===== config.mk =====
export PLATFORM = sky130hd
export DESIGN_NAME = ezr_fifo
export DESIGN_NICKNAME = d
export VERILOG_FILES = /design/src/ezr_pkg.sv /design/src/ezr_fifo.sv
export SDC_FILE = /design/constraint.sdc
export NUM_CORES = 1
export LEC_CHECK = 0
export ABC_AREA = 1
export BUFFER_PORTS_ARGS = -buffer_cell sky130_fd_sc_hd__buf_2
export CORE_UTILIZATION = 50
export DETAILED_ROUTE_END_ITERATION = 8
export PLACE_DENSITY = 0.73
export SYNTH_ARGS = -nofsm -noshare
export SYNTH_HDL_FRONTEND = slang
export SYNTH_SLANG_ARGS = --single-unit

===== constraint.sdc =====
create_clock -name clk -period 3.78 [get_ports clk]
set_clock_uncertainty 0.2 [all_clocks]
set_input_delay 0 -clock clk [delete_from_list [all_inputs] [get_ports clk]]
set_output_delay 0 -clock clk [all_outputs]
set_load 0.05 [all_outputs]

===== src/ezr_pkg.sv =====
// Shared types, constants and the CORDIC arctangent table for the
// Euler Z-Y-X to rotation matrix block. No dependencies.
package ezr_pkg;

  localparam int ANG_W  = 16;
  localparam int OUT_W  = 16;
  localparam int STEPS  = 24;
  localparam int ZW     = 34;
  localparam int XW     = 34;
  localparam int SCW    = 17;
  localparam int PW     = 35;
  localparam int TW     = 54;
  localparam int QDEPTH = 4;
  localparam int QAW    = 2;

  localparam logic signed [ZW-1:0] HALF_PI  = 34'sd1686629713;
  localparam logic signed [ZW-1:0] PI_Q30   = 34'sd3373259426;
  localparam logic signed [XW-1:0] INV_GAIN = 34'sd652032874;
  localparam logic signed [SCW-1:0] ONE_Q15 = 17'sd32768;
  localparam logic signed [OUT_W-1:0] ONE_Q14 = 16'sd16384;

  typedef logic signed [ZW-1:0] zval_t;

  // One beat as it waits in the queue: three reduced angles and their
  // negate flags (index 0 yaw, 1 pitch, 2 roll).
  typedef struct packed {
    zval_t [2:0] z;
    logic  [2:0] neg;
  } angles_t;

  typedef struct packed {
    logic full;
    logic empty;
  } qstat_t;

  function automatic zval_t atan_q30(input logic [4:0] i);
    zval_t r;
    r = '0;
    unique case (i)
      5'd0:  r = 34'sd843314857;
      5'd1:  r = 34'sd497837829;
      5'd2:  r = 34'sd263043837;
      5'd3:  r = 34'sd133525159;
      5'd4:  r = 34'sd67021687;
      5'd5:  r = 34'sd33543516;
      5'd6:  r = 34'sd16775851;
      5'd7:  r = 34'sd8388437;
      5'd8:  r = 34'sd4194283;
      5'd9:  r = 34'sd2097149;
      5'd10: r = 34'sd1048576;
      5'd11: r = 34'sd524288;
      5'd12: r = 34'sd262144;
      5'd13: r = 34'sd131072;
      5'd14: r = 34'sd65536;
      5'd15: r = 34'sd32768;
      5'd16: r = 34'sd16384;
      5'd17: r = 34'sd8192;
      5'd18: r = 34'sd4096;
      5'd19: r = 34'sd2048;
      5'd20: r = 34'sd1024;
      5'd21: r = 34'sd512;
      5'd22: r = 34'sd256;
      5'd23: r = 34'sd128;
      default: r = '0;
    endcase
    return r;
  endfunction

endpackage


===== src/ezr_fifo.sv =====
// Short queue between the front end and the CORDIC back end.
// Depends on ezr_pkg.
module ezr_fifo (
  input  logic             clk,
  input  logic             rst,
  input  logic             push,
  input  ezr_pkg::angles_t push_data,
  input  logic             pop,
  output ezr_pkg::angles_t pop_data,
  output ezr_pkg::qstat_t  qstat
);

  ezr_pkg::angles_t         mem [ezr_pkg::QDEPTH];
  logic [ezr_pkg::QAW-1:0]  wr_ptr;
  logic [ezr_pkg::QAW-1:0]  rd_ptr;
  logic [ezr_pkg::QAW:0]    count;

  assign qstat.full  = (count == (ezr_pkg::QAW+1)'(ezr_pkg::QDEPTH));
  assign qstat.empty = (count == '0);
  assign pop_data    = mem[rd_ptr];

  always_ff @(posedge clk) begin
    if (push) begin
      mem[wr_ptr] <= push_data;
    end
  end

  always_ff @(posedge clk) begin
    if (rst) begin
      wr_ptr <= '0;
      rd_ptr <= '0;
      count  <= '0;
    end else begin
      if (push) wr_ptr <= wr_ptr + 1'b1;
      if (pop) rd_ptr <= rd_ptr + 1'b1;
      if (push && !pop) count <= count + 1'b1;
      else if (pop && !push) count <= count - 1'b1;
    end
  end

`ifndef NO_ASSERTIONS
  a_no_overflow: assert property (@(posedge clk) disable iff (rst) push |-> !qstat.full)
    else $error("queue push while full");
  a_no_underflow: assert property (@(posedge clk) disable iff (rst) pop |-> !qstat.empty)
    else $error("queue pop while empty");
  a_ptr_gap: assert property (@(posedge clk) disable iff (rst)
    (wr_ptr - rd_ptr) == count[ezr_pkg::QAW-1:0])
    else $error("queue pointers disagree with count");
`endif

endmodule


== After elaboration in Yosys (flattened, before gate mapping) ==
Memory sizes are Yosys's and may differ from the RTL's. A register that Yosys moved wholly into a read port is not among the register bits.
Index checks and enable logic that the tools add are counted.
Widths: inputs -> output; s select.
Storage, ports and cells
  flip-flop bits (word level): 7
  bits in writable memories: 420
  input port bits: 109
  logic and storage cells: 21
  memories kept: 1
Operators by class
  $add $sub $neg: 4
  equal/unequal tests: 1
  muxes and demuxes: 6
  reduce and logical (&&, ||, !) cells: 6
Memories
  mem: depth 4, bits a word 105, rd ports 1, clocked after Yosys merged registers in 1, write ports 1, RTL line ezr_fifo.sv:13  | ezr_pkg::angles_t mem [ezr_pkg::QDEPTH];
Operators by type and width (count)
  $mux 3: 2
  $add 2x1->2 const B: 2
  $mux 2: 2
  $add 3x1->3 const B: 1
  $eq 3x3->1 const B: 1
  $logic_not 3->1: 1
  $sub 3x1->3 const B: 1
  $logic_and 1x1->1: 2
  $logic_not 1->1: 2
  $mux 1: 2
  $reduce_bool 2->1: 1

== Longest topological paths before layout ==
  depth after elaboration: 4
  depth in mapped cells: 10

== Least setup slack after synthesis ==
OpenSTA, ideal clock, no wires.
  path kind: register -> register
  from: register wr_ptr[0] (netlist bit)
  to: memory mem[2][0] (netlist bit) (enable)
  library setup time: 0.458 ns
  data arrival time: 2.615 ns
  required time: 3.122 ns
  setup slack: 0.507 ns
  cell stages (with the launch flop): 5
  path buffers: 0
  cell sequence: dfxtp_1 inv_1 ha_1 nand2_1 inv_1
RTL lines
  start, declared: RTL line ezr_fifo.sv:14  | logic [ezr_pkg::QAW-1:0] wr_ptr;
  start signal, assigned: RTL line ezr_fifo.sv:34  | if (push) wr_ptr <= wr_ptr + 1'b1;
  end, declared: RTL line ezr_fifo.sv:13
No word-level cell before the write port.

==> metrics <==
status finished clean; CTS root buffer clkbuf_16; Seq/Total Area, Yosys ~80%; share of post-route cells with drive strength above 1 between 20% and 30%; pin count of the biggest net entering global routing ~210; Synth cell types 25; r2r setup slk between 1.5 and 2 ns; max_slew headroom 31.00%; clk sinks 429; critical path required time between 3 and 4 ns; antenna viol nets, final 0; Layout Nets ~1500; io pins 216; Vias per Instance between 5 and 6; Iteration-0 DRC Markers 798; met2 Use GR 35.31%; Post-Syn Area approximately 0.016 mm²; Vias 9907; #FFs+latches synth 429; setup slack after layout approximately 0.82 ns; Crit Path Category reg -> out; Setup TNS Final 0 ns; RSZ-0062 raised after global routing false; Detailed Route WL between 30000 and 40000 µm; vias in the first global route between 9000 and 10000; drt drc 0; P_leak 6.975 nW; DP Worst Slack 1.404 ns; r2r endpoint mem[0][29]; fin crit share 78.35%; M1 GR Usage 27.40%; met3 Track Usage GR 4.432%; Core Region approximately 0.032 mm²; Post-synth EDFFs 420; cell area power density approximately 550 mW/mm²; Congestion Overflow GR 0; Clock Tree Buf Depth 3; R2R cell count 5; clk slew on worst S/H paths approximately 0.060 ns; Worst setup SP type register; Post-Synthesis Cells ~1100; Hold Vio Cnt, Final 0; die area around 0.033 mm²; hold crit path type in -> reg; Min Hold Slack approximately 0.028 ns; async set-reset flop share out of synthesis 0%; first-pass GRT wire length about 53000 µm; commonest cells after routing, fill and taps aside edfxtp_1 (420), nor2_1 (216), buf_2 (215), o21ai_0 (111), dlygate4sd3_1 (110); Die H roughly 180 µm; Critical Path AT around 2.8 ns; critical path peak fanout 91; Placed Instances 1636; Setup violations, final 0; GRT Overall Usage 20.77%; Final Max Slew Viols 0; Post-DP HPWL 18410 µm; global placement routability congestion around 0.72; non-filler cells, final 1822; max cap viols 0; syn avg cell area 15.00 µm²; global route hottest layer met2; most common cell after layout, fill and taps aside edfxtp_1; crit path time final just under 3 ns; post-cts resize count 0; Mapped Nets roughly 1200; crit path capture type output pin; Max Freq ~340 MHz; num rows 65; ys flop type edfxtp_1; clk_lat worst skew between 0.5 and 0.6 ns; htree depth 2; 1st-pass router iterations 5; Initial Util approximately half; CTS tree yes; Setup crit end pop_data[104]; Tightest Pin Transition about 1.0 ns; maximum VDD drop ~0.44 mV; Die X-Extent roughly 180 µm; Routed wire per std cell roughly 19 µm; R2R Path Start wr_ptr[0]; initial antenna violation count 1; fill cell count approximately 2200; Power, Total 10.94 mW; P&R area growth vs syn 22.88%; post-CTS setup buffer count 0; CTS Buf Count 42; Port Buffer Count between 200 and 250; Syn. warnings 0
[state kept, by name (all words and copies together), names as in the netlist, named ones only]
name    cells
count       3
wr_ptr      2
mem       420
rd_ptr      2
[report_power, final]
| part | switching (mW) | leakage (nW) | total (mW) | internal, mW |
|---|---|---|---|---|
| combinational | 1.15 | 2.41 | 1.53 | 0.386 |
| clock | 1.62 | 0.635 | 3.92 | 2.29 |
| sequential | 0.0515 | 3.93 | 5.49 | 5.44 |
[how the worst min path moves through the flow]
stage / start / cells after the start / to
final: push_data[24] / 2 / mem[2][24]
after global routing: push_data[83] / 2 / mem[3][83]
after CTS: push_data[22] / 2 / mem[1][22]
after detailed placement: rst / 2 / count[0]
after global placement: rst / 2 / count[0]
after floorplan: rst / 1 / count[0]
[critical path: stages, from the launching register on]
cell and delay [ns]:
dfxtp_4 0.44, buf_4 0.74, o21ai_0 0.22, o22ai_1 0.36, buf_2 0.34
[cell usage after synthesis, types with 2 or more instances]
cell      instances  area (µm²)
o21ai_0         111       555.5
o22ai_1         105       656.9
a21oi_1           3       15.01
clkbuf_1         14       52.55
edfxtp_1        420       12610
o21ai_1          99       495.5
clkbuf_2          7       35.03
buf_2            11       55.05
inv_1            15       56.30
o21ai_2           5       43.79
nor3_1            2       10.01
clkbuf_4          2       15.01
ha_1              5       62.56
nand2_1           9       33.78
buf_6            25       281.5
dfxtp_1           9       180.2
buf_4             8       60.06
nor2_1          216       810.8
[area by class of cell]
type	instances	area [µm²]	area share, %
multi-input combinational	559	2724	13.77
timing repair buffer	339	2370	11.98
clock buffer	55	1164	5.883
clock inverter	20	137.6	0.6958
antenna	1	2.502	0.01265
sequential	429	12800	64.71
inverter	17	80.08	0.4048
tap	402	503.0	2.543
[what timing repair did]
action	4_1_cts	5_1_grt
hold endpoints to repair	456	0
hold buffers	110	0
setup endpoints to repair	0	0
[per-stage QoR]
step	cell area (µm²)	utilization (%)
after floorplan	16100	-
after global placement	17380	54.92
after detailed placement	17380	54.92
after CTS	19780	62.52
after global routing	19780	62.52
final	19780	62.52
[cells by family after synthesis]
family / count (synthesis) / share of synthesized area (%)
DFF: 429 / 79.47
adders and majority gates: 6 / 0.5130
AOI/OAI and AO/OA: 323 / 10.98
buffers and inverters: 85 / 3.607
and+or+nand+nor: 229 / 5.379
xor gates and xnor gates: 1 / 0.05442
[routing by layer]
metal	wire length, µm	part of all wire (%)
met1	14240	42
met2	16750	49
met3	2504	7.4
met4	556	1.6
met5	0	0
(Power assumes the default switching activity.)
