`config.mk`:
```
export PLATFORM = sky130hd
export DESIGN_NAME = ezr_front
export DESIGN_NICKNAME = d
export VERILOG_FILES = /design/src/ezr_pkg.sv /design/src/ezr_front.sv
export SDC_FILE = /design/constraint.sdc
export NUM_CORES = 1
export LEC_CHECK = 0
export BUFFER_PORTS_ARGS = -buffer_cell sky130_fd_sc_hd__buf_2
export CAP_MARGIN = 30
export CORE_ASPECT_RATIO = 2
export CORE_MARGIN = 10
export CORE_UTILIZATION = 40
export CTS_BUF_LIST = sky130_fd_sc_hd__clkbuf_16
export DETAILED_ROUTE_END_ITERATION = 8
export PLACE_DENSITY_LB_ADDON = 0.25
export SKIP_CTS_REPAIR_TIMING = 1
export SLEW_MARGIN = 20
export SYNTH_ARGS = -nofsm -noshare
export SYNTH_HDL_FRONTEND = slang
export SYNTH_SLANG_ARGS = --single-unit
```
`constraint.sdc`:
```
create_clock -name clk -period 5.74 [get_ports clk]
set_input_delay 0 -clock clk [delete_from_list [all_inputs] [get_ports clk]]
set_output_delay 0 -clock clk [all_outputs]
set_load 0.01 [all_outputs]
```
`src/ezr_pkg.sv`:
```
// Shared types, constants and the CORDIC arctangent table for the
// Euler Z-Y-X to rotation matrix block. No dependencies.
package ezr_pkg;

  localparam int ANG_W  = 16;
  localparam int OUT_W  = 16;
  localparam int STEPS  = 24;
  localparam int ZW     = 34;
  localparam int XW     = 34;
  localparam int SCW    = 17;
  localparam int PW     = 35;
  localparam int TW     = 54;
  localparam int QDEPTH = 4;
  localparam int QAW    = 2;

  localparam logic signed [ZW-1:0] HALF_PI  = 34'sd1686629713;
  localparam logic signed [ZW-1:0] PI_Q30   = 34'sd3373259426;
  localparam logic signed [XW-1:0] INV_GAIN = 34'sd652032874;
  localparam logic signed [SCW-1:0] ONE_Q15 = 17'sd32768;
  localparam logic signed [OUT_W-1:0] ONE_Q14 = 16'sd16384;

  typedef logic signed [ZW-1:0] zval_t;

  // One beat as it waits in the queue: three reduced angles and their
  // negate flags (index 0 yaw, 1 pitch, 2 roll).
  typedef struct packed {
    zval_t [2:0] z;
    logic  [2:0] neg;
  } angles_t;

  typedef struct packed {
    logic full;
    logic empty;
  } qstat_t;

  function automatic zval_t atan_q30(input logic [4:0] i);
    zval_t r;
    r = '0;
    unique case (i)
      5'd0:  r = 34'sd843314857;
      5'd1:  r = 34'sd497837829;
      5'd2:  r = 34'sd263043837;
      5'd3:  r = 34'sd133525159;
      5'd4:  r = 34'sd67021687;
      5'd5:  r = 34'sd33543516;
      5'd6:  r = 34'sd16775851;
      5'd7:  r = 34'sd8388437;
      5'd8:  r = 34'sd4194283;
      5'd9:  r = 34'sd2097149;
      5'd10: r = 34'sd1048576;
      5'd11: r = 34'sd524288;
      5'd12: r = 34'sd262144;
      5'd13: r = 34'sd131072;
      5'd14: r = 34'sd65536;
      5'd15: r = 34'sd32768;
      5'd16: r = 34'sd16384;
      5'd17: r = 34'sd8192;
      5'd18: r = 34'sd4096;
      5'd19: r = 34'sd2048;
      5'd20: r = 34'sd1024;
      5'd21: r = 34'sd512;
      5'd22: r = 34'sd256;
      5'd23: r = 34'sd128;
      default: r = '0;
    endcase
    return r;
  endfunction

endpackage

```
`src/ezr_front.sv`:
```
// Front end: takes angle beats, widens them to Q.30 and folds each angle
// into the CORDIC range. Depends on ezr_pkg.
module ezr_front (
  input  logic                             clk,
  input  logic                             rst,
  input  logic                             in_valid,
  output logic                             in_stall,
  input  logic signed [ezr_pkg::ANG_W-1:0] yaw_angle,
  input  logic signed [ezr_pkg::ANG_W-1:0] pitch_angle,
  input  logic signed [ezr_pkg::ANG_W-1:0] roll_angle,
  input  ezr_pkg::qstat_t                  qstat,
  output logic                             push,
  output ezr_pkg::angles_t                 push_data
);

  logic                   fr_valid;
  ezr_pkg::angles_t       fr_data;
  ezr_pkg::angles_t       fr_data_next;
  logic                   advance;
  logic [2:0][ezr_pkg::ANG_W-1:0] raw;

  assign raw     = {roll_angle, pitch_angle, yaw_angle};
  assign advance = !fr_valid || !qstat.full;
  assign in_stall = !advance;
  assign push      = fr_valid && !qstat.full;
  assign push_data = fr_data;

  always_comb begin
    ezr_pkg::zval_t w;
    fr_data_next = '0;
    for (int k = 0; k < 3; k++) begin
      w = {raw[k][ezr_pkg::ANG_W-1], raw[k], 17'b0};
      if (w > ezr_pkg::HALF_PI) begin
        fr_data_next.z[k]   = w - ezr_pkg::PI_Q30;
        fr_data_next.neg[k] = 1'b1;
      end else if (w < -ezr_pkg::HALF_PI) begin
        fr_data_next.z[k]   = w + ezr_pkg::PI_Q30;
        fr_data_next.neg[k] = 1'b1;
      end else begin
        fr_data_next.z[k]   = w;
        fr_data_next.neg[k] = 1'b0;
      end
    end
  end

  always_ff @(posedge clk) begin
    if (rst) begin
      fr_valid <= 1'b0;
    end else if (advance) begin
      fr_valid <= in_valid;
    end
  end

  always_ff @(posedge clk) begin
    if (advance && in_valid) begin
      fr_data <= fr_data_next;
    end
  end

endmodule

```
Yosys cells after proc, flatten, opt, wreduce, memory -nomap -nowiden
Index checks and enable logic that the tools add are counted.
{"block": "word_totals", "reg_bits": 106, "input_bits": 53, "out_inout_bits": 107, "wordCells": 34}
{"block": "op_classes", "addsub": 6, "magnitude_cmp": 6, "mux": 9, "n_reduce_logical": 6}
{"op": "$mux W34", "n": 6}
{"op": "$add A33 B33 Y34 const B", "n": 3}
{"op": "$sub A33 B33 Y34 const B", "n": 3}
{"op": "$gt A33 B32 Y1 const B", "n": 3}
{"op": "$lt A33 B32 Y1 const B", "n": 3}
{"op": "$logic_not A1 Y1", "n": 3}
{"op": "$mux W1", "n": 3}
{"op": "$logic_and A1 B1 Y1", "n": 2}
{"op": "$logic_or A1 B1 Y1", "n": 1}

Depth between registers and ports, before layout
Gate-level depths: netlist of run 1.
{"block": "logic_depth", "ltp_word": 3, "mapped_depth": 9, "depth_no_buf": 8}

Least setup slack after synthesis of run 1
OpenSTA, ideal clock, no wires.
{"block": "synth_timing", "path_kind": "register -> register", "startpoint": "register fr_valid", "endpoint": "register fr_data (netlist bit push_data[100]), enable pin", "setup_ns": 0.485, "arrival_time_ns": 3.153, "required_time_ns": 5.255, "path_slack_ns": 2.102, "stages_incl_launch_ff": 3, "path_buffers": 0, "period_less_slack_ns": 3.638, "path_cell_list": "dfxtp_1 -> and2_1 -> nor2b_1"}
{"block": "synth_via", "elab_chain_len": 3}
{"item": "start: declaration", "line": "ezr_front.sv:16", "text": "logic fr_valid;"}
{"item": "start signal: assignment", "line": "ezr_front.sv:50", "text": "fr_valid <= in_valid;"}
{"item": "$logic_not A1 Y1", "line": "ezr_front.sv:23", "text": "assign advance = !fr_valid || !qstat.full;"}
{"item": "$logic_or A1 B1 Y1", "line": "ezr_front.sv:23"}
{"item": "$logic_and A1 B1 Y1", "line": "ezr_front.sv:55", "text": "if (advance && in_valid) begin"}
{"item": "end signal: assignment", "line": "ezr_front.sv:56", "text": "fr_data <= fr_data_next;"}
{"item": "end: declaration", "line": "ezr_front.sv:17", "text": "ezr_pkg::angles_t fr_data;"}
No other way between the ends.
A chain may end at the register's enable or synchronous reset.

==> flow_results.org, run 1 <==
** Outcome
- Status :: finished with violations
- The final reports fail on negative hold slack.

** Drt
- Average via count per standard cell :: 5.25
- Antenna violation net count after detailed routing :: 0
- After the first detailed-routing iteration, the DRC count stood at 198.
- In the final routed layout, each cell accounts on average for 16.9 um.
- Detailed-route via count :: 3,485
- Count of unresolved DRC violations after routing :: 0
- Routed Wire Length :: 11.3 mm
- Before antenna repair, the detailed router went through 5 iterations.

** Setup path
- In this run the number of cells on the critical path is 9.
- Worst path most repeated cell :: sky130_fd_sc_hd__inv_1
- The kind of cell with the highest combined delay along the critical path is compound AO/OA/AOI/OAI gates.
- CP peak stage delay :: 0.77 ns
- Data on the critical path arrives at its endpoint at 2.38 ns.
- The worst setup path is of the in -> reg kind.
- Worst Setup SP :: yaw_angle[0]
- Measured in cells, the most critical reg-to-reg path has a length of 3.
- Critical-path cell list :: dlygate4sd3_1, buf_2, inv_1, ha_1, inv_1, a31oi_1, o311ai_4, o22ai_1, xor2_1
- Category of the worst setup path launch point :: input pin
- In this run the critical register-to-register path is launched from fr_valid$_SDFFE_PP0N_.
- STA puts the critical path data required time at 5.81 ns.
- Element type at the critical path end :: flip-flop
- Along the worst path, the maximum fanout reaches 19.
- The largest individual stage delay along the critical path comes from the cell sky130_fd_sc_hd__o311ai_4.
- Together, buffers and inverters on the worst path number 4.
- In this run the register-to-register setup slack is 4.12 ns.
- The most critical setup path has its endpoint at push_data[27]$_DFFE_PP_.
- Worst flop-to-flop path endpoint :: push_data[70]$_DFFE_PP_

** CTS
- Max Root-Sink Buffers :: 2
- The H-tree generated during clock tree synthesis spans 3 levels.
- Clock Sink Count :: 61
- The later pin in the worst-skew pair is clocked with a latency of 0.33 ns.
- TritonCTS built the clock tree.
- CTS buffer count :: 9
- The tree is rooted in a sky130_fd_sc_hd__clkbuf_16.
- Clock transition at the register clock pins on the worst setup and hold paths after CTS :: 0.05 ns

** Synthesis
- The synthesized design contains 60 enable-type register cells.
- Yosys cell types :: 61
- Among all flip-flop cells after synthesis, the most frequent one is sky130_fd_sc_hd__edfxtp_1.
- Of the synthesized area, sequential elements account for 0.433.
- Async S/R FF share, synth :: 0
- Number of warnings printed during yosys synthesis :: 0
- Count of mapped cells out of synthesis :: 426
- Cell area after synthesis :: 4200 um^2
- Flop and latch count out of synthesis :: 61
- The average instance in the mapped netlist occupies 9.87 um^2.

** Timing
- Total count of hold-check failures in the final report :: 1
- Summed negative setup slack over all endpoints :: 0 ns
- Post-route worst setup slack :: 3.42 ns
- Portion of the clock cycle consumed by the worst path in the final layout :: 0.403
- Final setup violation count :: 0
- For this run, the top clock speed supported by timing is 432 MHz.
- Transition time of the tightest slew-check pin :: 0.862 ns
- Between clock sinks in the finished design, the worst skew comes to 0.00643 ns.
- Subtracting the final worst setup slack from the clock period gives 2.32 ns.
- Max_slew headroom :: 0.424
- The number of pins exceeding their max-slew limit in the final report came to 0.
- Hold slack :: -0.00611 ns
- Unrepaired setup endpoints after global routing :: no

** Floorplanning
- Placeable core area :: 10,200 um^2
- Starting Density :: 0.411
- From bottom edge to top edge, the die measures 165 um.
- 160 I/O pins were placed.
- The floorplan has 52 rows.
- Die Width :: 92.5 um
- Die Footprint :: 15,300 um^2

** Final layout
- Area added between synthesis and finish :: 18.7%
- Post-Route Utilization :: 0.488
- Fraction of layout cells with a size suffix above 1 :: 0.345
- The final layout contains 588 nets.
- Number of fill cells :: 995

** Global route
- In the global route stage, overall resource usage came out at 0.144.
- Largest net degree at the start of global routing :: 61
- In the global route stage, met3 resource usage came out at 0.0587.
- Peak-usage layer in the global routing report :: met2
- Remaining global-route overflow :: 0
- Met2 GRT Util :: 0.273
- The number of antenna violations at the first check in global routing was 1.
- Vias in the first global route :: 3,533
- Met1 usage :: 0.128
- The first global-routing pass estimated 17.5 mm of wire.

** Pwr
- Sw frac :: 0.276
- Power Total :: 1360 uW
- Across the VDD grid, the largest voltage drop is 135 uV.
- Summed over all nets, the switching power comes to 376 uW.
- Internal power consumption :: 985 uW
- Combinational cell fraction of total power :: 0.211
- Sequential cell fraction of total power :: 0.409
- Cell area power density :: 273 nW/um^2
- The analysis attributes to cell leakage a power of 0.00215 uW.
- Relative contribution of the clock network to total power :: 0.380

** Hold path
- The tightest min-delay check is of the in -> reg type.

** Place
- Input and output buffers added on the ports amount to 155.
- Weighted congestion reported at the end of routability-driven placement :: 0.864
- Detailed placer's ending HPWL :: 8.75 mm
- Timing analysis after detailed placement gives a worst setup slack of 3.41 ns.

** Run
- Max-capacitance violation count :: 0
==> stage by stage <==
stage	cells	instance area, um^2	hold WS, ns
6_report	664	4990	-0.00611
2_1_floorplan	428	4210	0.0464
5_1_grt	663	4980	0.0183
4_1_cts	660	4950	-0.188
3_3_place_gp	644	4670	0.165
3_5_place_dp	644	4670	0.161
==> worst register-to-register path: stages, from the launching register on <==
cell                      delay, ns
sky130_fd_sc_hd__dfxtp_1       0.30
sky130_fd_sc_hd__and2_1        0.18
sky130_fd_sc_hd__nor2b_4       0.11
sky130_fd_sc_hd__buf_4         0.62
==> sequential cells by signal, indices dropped and copies added (netlist names) <==
signal,flops
push_data,60
fr_valid,1
==> cells in the mapped netlist, types with 9 or more instances <==
cell                       count  area [um^2]
sky130_fd_sc_hd__nor3_1       14         70.1
sky130_fd_sc_hd__ha_1         12          150
sky130_fd_sc_hd__buf_4        48          360
sky130_fd_sc_hd__inv_1        21         78.8
sky130_fd_sc_hd__a31oi_1      10         62.6
sky130_fd_sc_hd__nor2_1       25         93.8
sky130_fd_sc_hd__buf_2         9         45.0
sky130_fd_sc_hd__nand2_1      40          150
sky130_fd_sc_hd__xor2_1       20          175
sky130_fd_sc_hd__o21ai_0      13         65.1
sky130_fd_sc_hd__edfxtp_1     60         1800
sky130_fd_sc_hd__a21oi_1      12         60.1
sky130_fd_sc_hd__clkbuf_1     13         48.8
sky130_fd_sc_hd__xnor2_1      22          193
==> cell usage in the layout (no fill, tap or decap), drive strengths merged, types with 3 or more instances in the layout <==
cell | netlist | routed
edfxtp | 60 | 60
clkbuf | 15 | 9
nor3b | 3 | 3
o21ai | 13 | 13
nor3 | 14 | 14
o22ai | 8 | 8
o31ai | 6 | 6
o211ai | 7 | 7
clkinv | 0 | 4
a31o | 3 | 3
or3 | 5 | 5
nand2b | 4 | 4
inv | 22 | 23
nand3 | 6 | 6
nand4 | 3 | 3
conb | 1 | 3
nand2 | 40 | 40
xnor2 | 22 | 22
xor2 | 20 | 20
nor2 | 25 | 25
buf | 60 | 156
ha | 12 | 12
nor2b | 6 | 6
a31oi | 10 | 10
o311ai | 3 | 3
and3 | 4 | 4
o21bai | 4 | 4
dlygate4sd3 | 0 | 3
o32ai | 5 | 5
o41a | 3 | 3
a21oi | 12 | 12
==> cells by family after synthesis <==
kind of cell             count (synthesis)  synth area share
AO/OA/AOI/OAI                           96             0.171
XOR/XNOR                                42            0.0875
adder cells (fa/ha/maj)                 12            0.0357
buffers and inverters                   97             0.138
flip-flops                              61             0.433
other                                    1          0.000892
AND/OR/NAND/NOR                        117             0.133
==> area by class of cell <==
type / instances / area [um^2] / area share
diodes: 1 / 2.50 / 0.000502
clock buffers: 9 / 225 / 0.0452
clock inverters: 7 / 57.6 / 0.0115
inverters: 22 / 82.6 / 0.0166
multi-input cells: 270 / 1820 / 0.364
flip-flops and latches: 61 / 1820 / 0.365
well taps: 135 / 169 / 0.0339
repair buffers: 159 / 813 / 0.163
==> layer usage <==
layer / wire (um) / part of all wire
met5: 0 / 0
met3: 999 / 0.089
met4: 233 / 0.021
met2: 6230 / 0.55
met1: 3790 / 0.34
==> worst min-delay path by stage <==
stage / start / endpoint / depth (start not counted)
CTS: rst / fr_valid$_SDFFE_PP0N_ / 2
finish: yaw_angle[1] / push_data[21]$_DFFE_PP_ / 3
global placement: rst / fr_valid$_SDFFE_PP0N_ / 2
detailed placement: rst / fr_valid$_SDFFE_PP0N_ / 2
floorplan: qstat[1] / push / 1
global route: yaw_angle[1] / push_data[21]$_DFFE_PP_ / 3
==> power groups by stage <==
stage | logic (uW) | clock network [uW] | registers [uW]
6_report | 286 | 517 | 557
5_1_grt | 318 | 547 | 561
4_1_cts | 289 | 533 | 557
3_5_place_dp | 288 | 0 | 565
3_3_place_gp | 282 | 0 | 565
2_1_floorplan | 180 | 0 | 591
No activity file was read; power rests on OpenSTA's default activity.
==> run 2, diff against run 1 <==
==> constraint.sdc (replaced) <==
create_clock -name clk -period 2.38 [get_ports clk]
set_input_delay 0 -clock clk [delete_from_list [all_inputs] [get_ports clk]]
set_output_delay 0 -clock clk [all_outputs]
set_load 0.01 [all_outputs]
==> flow_results.org, run 2 (same netlist as run 1, synthesis figures left out) <==
** Hold path
- The cell count of the worst hold path came to 3 (unchanged).
- For hold timing, the worst endpoint is push_data[55]$_DFFE_PP_.
- The worst hold path belongs to the class in -> reg.
- The startpoint identified for the worst hold timing path is pitch_angle[1].

** Floorplanning
- Die Width :: 92.5 um (unchanged)
- The number of top-level design ports came to 160 (unchanged).
- The die boundary height is 165 um (unchanged).
- Starting Density :: 0.411 (unchanged)
- Number of standard-cell rows in the floorplan :: 52 (unchanged)
- The die footprint came to 15,300 um^2 (unchanged).
- Placeable core area :: 10,200 um^2 (unchanged)

** Timing
- Transition time of the tightest slew-check pin :: 0.670 ns (-0.192 ns)
- The relative slew slack is 0.553 (+0.129).
- Portion of the clock cycle consumed by the worst path in the final layout :: 0.889
- The number of hold violations in the final report came to 0 (-1).
- Summed negative setup slack over all endpoints :: 0 ns (unchanged)
- The final-report setup violation count was 0 (unchanged).
- Final Max Tran Viols :: 0 (unchanged)
- The worst clock skew came to 0.00477 ns (-0.00166 ns).
- Fmax :: 473 MHz
- Final critical delay including setup and external delays :: 2.12 ns
- Setup repair after global routing left no endpoint under its margin.

** Global route
- Remaining global-route overflow :: 0 (unchanged)
- The via count of the first global-routing pass was 3,651 (+3.3%).
- Aggregate global-route resource usage :: 0.143 (-0.00145)
- The global-route wire length before repair was 17.4 mm (-0.16%).
- The largest net degree at the start of global routing was 61 (unchanged).
- The number of antenna violations at the first check in global routing came to 0 (-1).

** Final layout
- Fin area :: 5080 um^2 (+2.0%)
- Flip-flop count of the largest register after layout :: 60 (unchanged)
- The number of fill cells in the layout came to 971 (-2.4%).
- The combined area of the multi-input logic cells is 1820 um^2 (unchanged).
- Most frequent cells in the layout :: sky130_fd_sc_hd__buf_2 (155), sky130_fd_sc_hd__edfxtp_1 (60), sky130_fd_sc_hd__nand2_1 (40)
- Area taken by flip-flops and latches :: 1820 um^2 (unchanged)
- Total number of nets in the final design :: 596 (+1.4%)
- The share of post-route cells with drive strength above 1 was 0.356 (+0.0116).
- Most frequent standard cell in the layout excluding fill and tap cells :: sky130_fd_sc_hd__buf_2
- The area growth from synthesis to layout is 21.0%.
- Final Non-Filler Cells :: 671 (+1.1%)
- The antenna cell count is 0 (-1).

** Setup path
- Type of the worst setup path :: in -> reg
- The arrival time of data at the critical path endpoint came to 2.17 ns (-0.21 ns).
- Reg-to-reg critical path startpoint :: fr_valid$_SDFFE_PP0N_
- The worst setup path is launched from an input pin.
- Depth of the most critical reg-to-reg path :: 4 (+1)
- Element type at the critical path end :: flip-flop
- Worst flop-to-flop path endpoint :: fr_valid$_SDFFE_PP0N_
- The flop-to-flop setup slack came to 1.10 ns (-3.02 ns).
- The required time at the endpoint of the critical path was 2.44 ns (-3.37 ns).
- The maximum fanout count along the critical path came to 3 (-16).

** Drt
- Average via count per standard cell :: 5.25 (about the same)
- The first-iteration detailed-routing DRC count came to 130 (-34%).
- The DRC violation count after routing was 0 (unchanged).
- The detail-routed net length per standard cell was 16.8 um (-0.67%).
- The total wire length was 11.3 mm (+0.38%).
- Number of search-and-repair iterations in the first detailed-routing pass :: 4 (-1)
- The post-detailed-route count of antenna-violating nets is 0 (unchanged).
- The total vias in the final route was 3,520 (+1.0%).

** CTS
- The number of buffers created by CTS was 9 (unchanged).
- Clock Sink Count :: 61 (unchanged)
- Max Root-Sink Buffers :: 2 (unchanged)
- Clock insertion delay at the later pin of the skew report :: 0.33 ns (about the same)
- CTS tree :: done
- Clock transition at the register clock pins on the worst setup and hold paths after CTS :: 0.05 ns (about the same)
- Cell at the root of the clock tree :: sky130_fd_sc_hd__clkbuf_16
- The number of levels in the clock H-tree is 3 (unchanged).

** Pwr
- The power per cell area came to 668 nW/um^2 (+140%).
- Leakage component of the power :: 0.00221 uW (+3.0%)
- Max rail drop VDD :: 330 uV (+140%)

** Place
- Total placed cells including tap cells :: 651 (+1.1%)
- Weighted congestion reported at the end of routability-driven placement :: 0.866 (+0.22%)
- The half-perimeter wire length after detailed placement is 8.78 mm (+0.44%).
- Standard cell area after detailed placement :: 4740 um^2 (+1.4%)
- The number of input and output port buffers inserted was 155 (unchanged).

** Outcome
- Status :: complete, no violations

** Run
- Max-capacitance violation count :: 0 (unchanged)
## run 2: final cells by class
class / count / area share
sequential: 61 / 0.358
timing repair buffer: 167 / 0.175
clock inverter: 7 / 0.0162
multi-input combinational: 270 / 0.357
inverter: 22 / 0.0162
tap: 135 / 0.0332
clock buffer: 9 / 0.0443
## run 2: report_power, final
| part | switching (uW) | leakage [uW] | internal [uW] |
|---|---|---|---|
| Clock | 445 | 0.000162 | 902 |
| Combinational | 425 | 0.00146 | 283 |
| Sequential | 29.6 | 0.000591 | 1310 |
## run 2: stage by stage
step | utilization | total power [uW] | hold slack (ns) | worst slack, ns
2_1_floorplan | - | 1860 | 0.0464 | 0.554
3_3_place_gp | 0.464 | 2060 | 0.162 | 0.389
3_5_place_dp | 0.464 | 2070 | 0.161 | 0.355
4_1_cts | 0.494 | 3440 | -0.185 | 0.707
5_1_grt | 0.498 | 3560 | 0.0271 | 0.183
6_report | 0.498 | 3400 | 0.00813 | 0.264
## run 2: worst max path at each step
| stage | startpoint | to | slack, ns | cells past startpoint |
|---|---|---|---|---|
| 6_report | yaw_angle[0] | push_data[36]$_DFFE_PP_ | 0.26 | 10 |
| 5_1_grt | yaw_angle[1] | push_data[34]$_DFFE_PP_ | 0.18 | 10 |
| 4_1_cts | yaw_angle[4] | push_data[36]$_DFFE_PP_ | 0.71 | 7 |
| 3_5_place_dp | yaw_angle[4] | push_data[36]$_DFFE_PP_ | 0.35 | 7 |
| 3_3_place_gp | yaw_angle[4] | push_data[36]$_DFFE_PP_ | 0.39 | 7 |
| 2_1_floorplan | fr_valid$_SDFFE_PP0N_ | push_data[100]$_DFFE_PP_ | 0.55 | 2 |
## run 2: per-layer routing
layer	part of all wire	wire, um	vias to the layer above	global-route usage
met5	0	0	-	0
met2	0.55	6260	156	0.271
met3	0.067	755	26	0.0477
met4	0.037	415	0	0.0825
li1	-	-	1696	-
met1	0.34	3860	1642	0.126
## run 2: worst max-delay path, stage by stage
cell and delay [ns]:
sky130_fd_sc_hd__dlygate4sd3_1 0.53, sky130_fd_sc_hd__buf_2 0.14, sky130_fd_sc_hd__inv_1 0.07, sky130_fd_sc_hd__ha_1 0.15, sky130_fd_sc_hd__nand2b_1 0.09, sky130_fd_sc_hd__a31o_2 0.29, sky130_fd_sc_hd__a21oi_1 0.31, sky130_fd_sc_hd__nor2_1 0.07
sky130_fd_sc_hd__o31ai_1 0.40, sky130_fd_sc_hd__xor2_1 0.12
==> run 3, diff against run 2 <==
--- a/config.mk
+++ b/config.mk
@@ -7,12 +7,15 @@
 export LEC_CHECK = 0
 export BUFFER_PORTS_ARGS = -buffer_cell sky130_fd_sc_hd__buf_2
 export CAP_MARGIN = 30
+export CELL_PAD_IN_SITES_DETAIL_PLACEMENT = 1
+export CELL_PAD_IN_SITES_GLOBAL_PLACEMENT = 1
 export CORE_ASPECT_RATIO = 2
 export CORE_MARGIN = 10
-export CORE_UTILIZATION = 40
+export CORE_UTILIZATION = 37
 export CTS_BUF_LIST = sky130_fd_sc_hd__clkbuf_16
 export DETAILED_ROUTE_END_ITERATION = 8
 export PLACE_DENSITY_LB_ADDON = 0.25
+export RECOVER_POWER = 50
 export SKIP_CTS_REPAIR_TIMING = 1
 export SLEW_MARGIN = 20
 export SYNTH_ARGS = -nofsm -noshare
==> flow_results.org, run 3 (same netlist as run 1, synthesis figures left out) <==
** Floorplanning
- The die footprint is 16,300 um^2 (+6.7%).
- Floorplan die height :: 171 um (+3.5%)
- Starting Density :: 0.375 (-0.0368)
- The number of top-level design ports came to 160 (unchanged).
- The floorplan row count came to 55 (+5.8%).
- The horizontal extent of the die is 95.4 um (+3.1%).
- The area of the core came to 11,200 um^2 (+9.8%).

** Outcome
- Violated checks :: negative hold slack
- Status :: finished with violations

** Hold path
- Worst hold-check path type :: in -> reg

** Setup path
- In this design, the largest share of critical-path delay is due to buffers and inverters.
- The required time at the endpoint of the critical path came to 2.33 ns (-0.11 ns).
- The maximum fanout count along the critical path was 60 (+57).
- The slowest stage of the critical path belongs to the cell sky130_fd_sc_hd__clkbuf_4.
- The arrival time of data at the critical path endpoint came to 1.68 ns (-0.49 ns).
- Critical path buffer and inverter count :: 1 (-2)
- Category of the worst setup path launch point :: flip-flop
- Element type at the critical path end :: flip-flop
- The setup path with the least slack is of type reg -> reg.
- CP peak stage delay :: 0.70 ns (+0.17 ns)
- Critical-path cell list :: and2_0, nor2b_4, clkbuf_4

** Place
- The area after detailed placement was 4740 um^2 (about the same).
- The half-perimeter wire length after detailed placement was 9.77 mm (+11%).
- Port bufs :: 155 (unchanged)
- The final weighted congestion in routability-driven placement was 0.828 (-4.4%).

** Final layout
- Most frequent standard cell in the layout excluding fill and tap cells :: sky130_fd_sc_hd__clkbuf_1
- Number of fill cells :: 1,403 (+44%)
- The top cell types in the final layout, fill and taps aside, are sky130_fd_sc_hd__clkbuf_1 (107), sky130_fd_sc_hd__edfxtp_1 (60), sky130_fd_sc_hd__buf_2 (49).
- The number of nets in the layout was 593 (-0.50%).
- The number of flip-flops in the largest register is 60 (unchanged).
- Fin area :: 4870 um^2 (-4.3%)
- The antenna cell count was 0 (unchanged).
- The final core utilization was 0.434 (-0.0639).
- Area added between synthesis and finish :: 15.8%
- Fraction of layout cells with a size suffix above 1 :: 0.152 (-0.204)
- Area taken by flip-flops and latches :: 1820 um^2 (unchanged)
- The combined area of the multi-input logic cells came to 1820 um^2 (unchanged).

** Global route
- The via count of the first global-routing pass was 3,895 (+6.7%).
- The met1 layer usage reported by global route is 0.142 (+0.0155).
- Wire length of the first global-routing pass :: 19.2 mm (+10%)
- Largest net degree at the start of global routing :: 61 (unchanged)
- Routing usage on met3 :: 0.0408 (-0.00694)
- The number of antenna violations at the first check in global routing was 1 (+1).
- Remaining global-route overflow :: 0 (unchanged)
- Peak-usage layer in the global routing report :: met2
- The all-layer global routing usage was 0.149 (+0.00569).
- Met2 GRT Util :: 0.277 (+0.00623)

** Timing
- The maximum achievable frequency came to 577 MHz (+22%).
- Max_slew headroom :: 0.435 (-0.118)
- Hold slack :: -0.0106 ns (-0.0187 ns)
- The final cycle utilization of the critical path is 0.728 (-0.161).
- The number of hold violations in the final report came to 1 (+1).
- The worst clock skew came to 0.00523 ns (+0.000462 ns).
- The final-report setup violation count is 0 (unchanged).
- The actual transition at the worst max-transition pin came to 0.847 ns (+0.177 ns).
- The number of pins exceeding their max-slew limit in the final report is 0 (unchanged).
- The post-route setup TNS came to 0 ns (unchanged).
- Setup repair after global routing left no endpoint under its margin.
- Final critical delay including setup and external delays :: 1.73 ns (-0.384 ns)

** Drt
- The DRC violation count after routing is 0 (unchanged).
- The first-iteration detailed-routing DRC count came to 122 (-6.2%).
- Antenna violation net count after detailed routing :: 0 (unchanged)
- The detail-routed net length per standard cell was 18.5 um (+9.8%).
- Average via count per standard cell :: 5.28 (+0.65%)
- Number of search-and-repair iterations in the first detailed-routing pass :: 4 (unchanged)
- The total vias in the final route came to 3,564 (+1.3%).
- The total wire length was 12.5 mm (+10%).

** CTS
- Clock Sink Count :: 61 (unchanged)
- The maximum clock path buffer count came to 2 (unchanged).
- The number of levels in the clock H-tree is 3 (unchanged).
- The clock latency on the worst-skew pair is 0.33 ns (about the same).
- CTS tree :: done
- Cell at the root of the clock tree :: sky130_fd_sc_hd__clkbuf_16
- The number of buffers created by CTS came to 9 (unchanged).
- The post-CTS clock slew at the launch and capture registers of the worst setup and hold paths came to 0.06 ns (about the same).

** Pwr
- Power Total :: 3170 uW (-6.6%)
- Max rail drop VDD :: 337 uV (+2.2%)
- The power per cell area is 652 nW/um^2 (-2.4%).
- Leakage component of the power :: 0.00185 uW (-16%)

** Run
- The count of max-cap constraint violations is 0 (unchanged).
-- run 3: cell types whose count changed in the layout (fill, tap and decap cells not counted), sizes merged --
cell	delta
inv	-2
clkinv	+3
clkinvlp	+1
bufinv	-2
buf	-109
clkbuf	+108
dlygate4sd3	-2
-- run 3: routing by layer --
| metal | vias to the layer above | part of all wire |
|---|---|---|
| met2 | 138 | 0.55 |
| li1 | 1681 | - |
| met1 | 1720 | 0.35 |
| met4 | 2 | 0.028 |
| met3 | 23 | 0.075 |
| met5 | - | 0.00088 |
-- run 3: path summary, 6_finish.rpt --
check	start	endpoint	slack, ns	depth (start not counted)
worst max-delay path	fr_valid$_SDFFE_PP0N_	push_data[97]$_DFFE_PP_	0.65	3
worst min-delay path	yaw_angle[1]	push_data[21]$_DFFE_PP_	-0.01	3
worst max register to register	fr_valid$_SDFFE_PP0N_	push_data[97]$_DFFE_PP_	0.65	3
worst min register to register	fr_valid$_SDFFE_PP0N_	fr_valid$_SDFFE_PP0N_	1.29	4
-- run 3: worst min-delay path, stage by stage --
cell	delay, ns
sky130_fd_sc_hd__buf_2	0.10
sky130_fd_sc_hd__nand2_1	0.04
sky130_fd_sc_hd__o21ai_0	0.06
-- run 3: per-stage QoR --
step	hold slack, ns	instances	setup slack, ns
after floorplan	0.0464	428	0.554
after global placement	0.160	657	0.376
after detailed placement	0.160	657	0.334
after CTS	-0.188	673	0.682
after global routing	0.0162	675	0.478
final	-0.0106	675	0.648
-- run 3: layout make-up --
class / count / area share
Timing Repair Buffer: 164 / 0.146
Multi-Input combinational cell: 270 / 0.373
Inverter: 22 / 0.0170
Sequential cell: 61 / 0.374
Tap cell: 142 / 0.0365
Clock buffer: 9 / 0.0463
Clock inverter: 7 / 0.00668
-- run 3: report_power, final --
| part | internal, uW | leakage, uW | switching (uW) |
|---|---|---|---|
| Combinational | 237 | 0.00114 | 436 |
| Sequential | 1310 | 0.000591 | 35.1 |
| Clock | 685 | 0.000125 | 466 |
| Total | 2240 | 0.00185 | 936 |
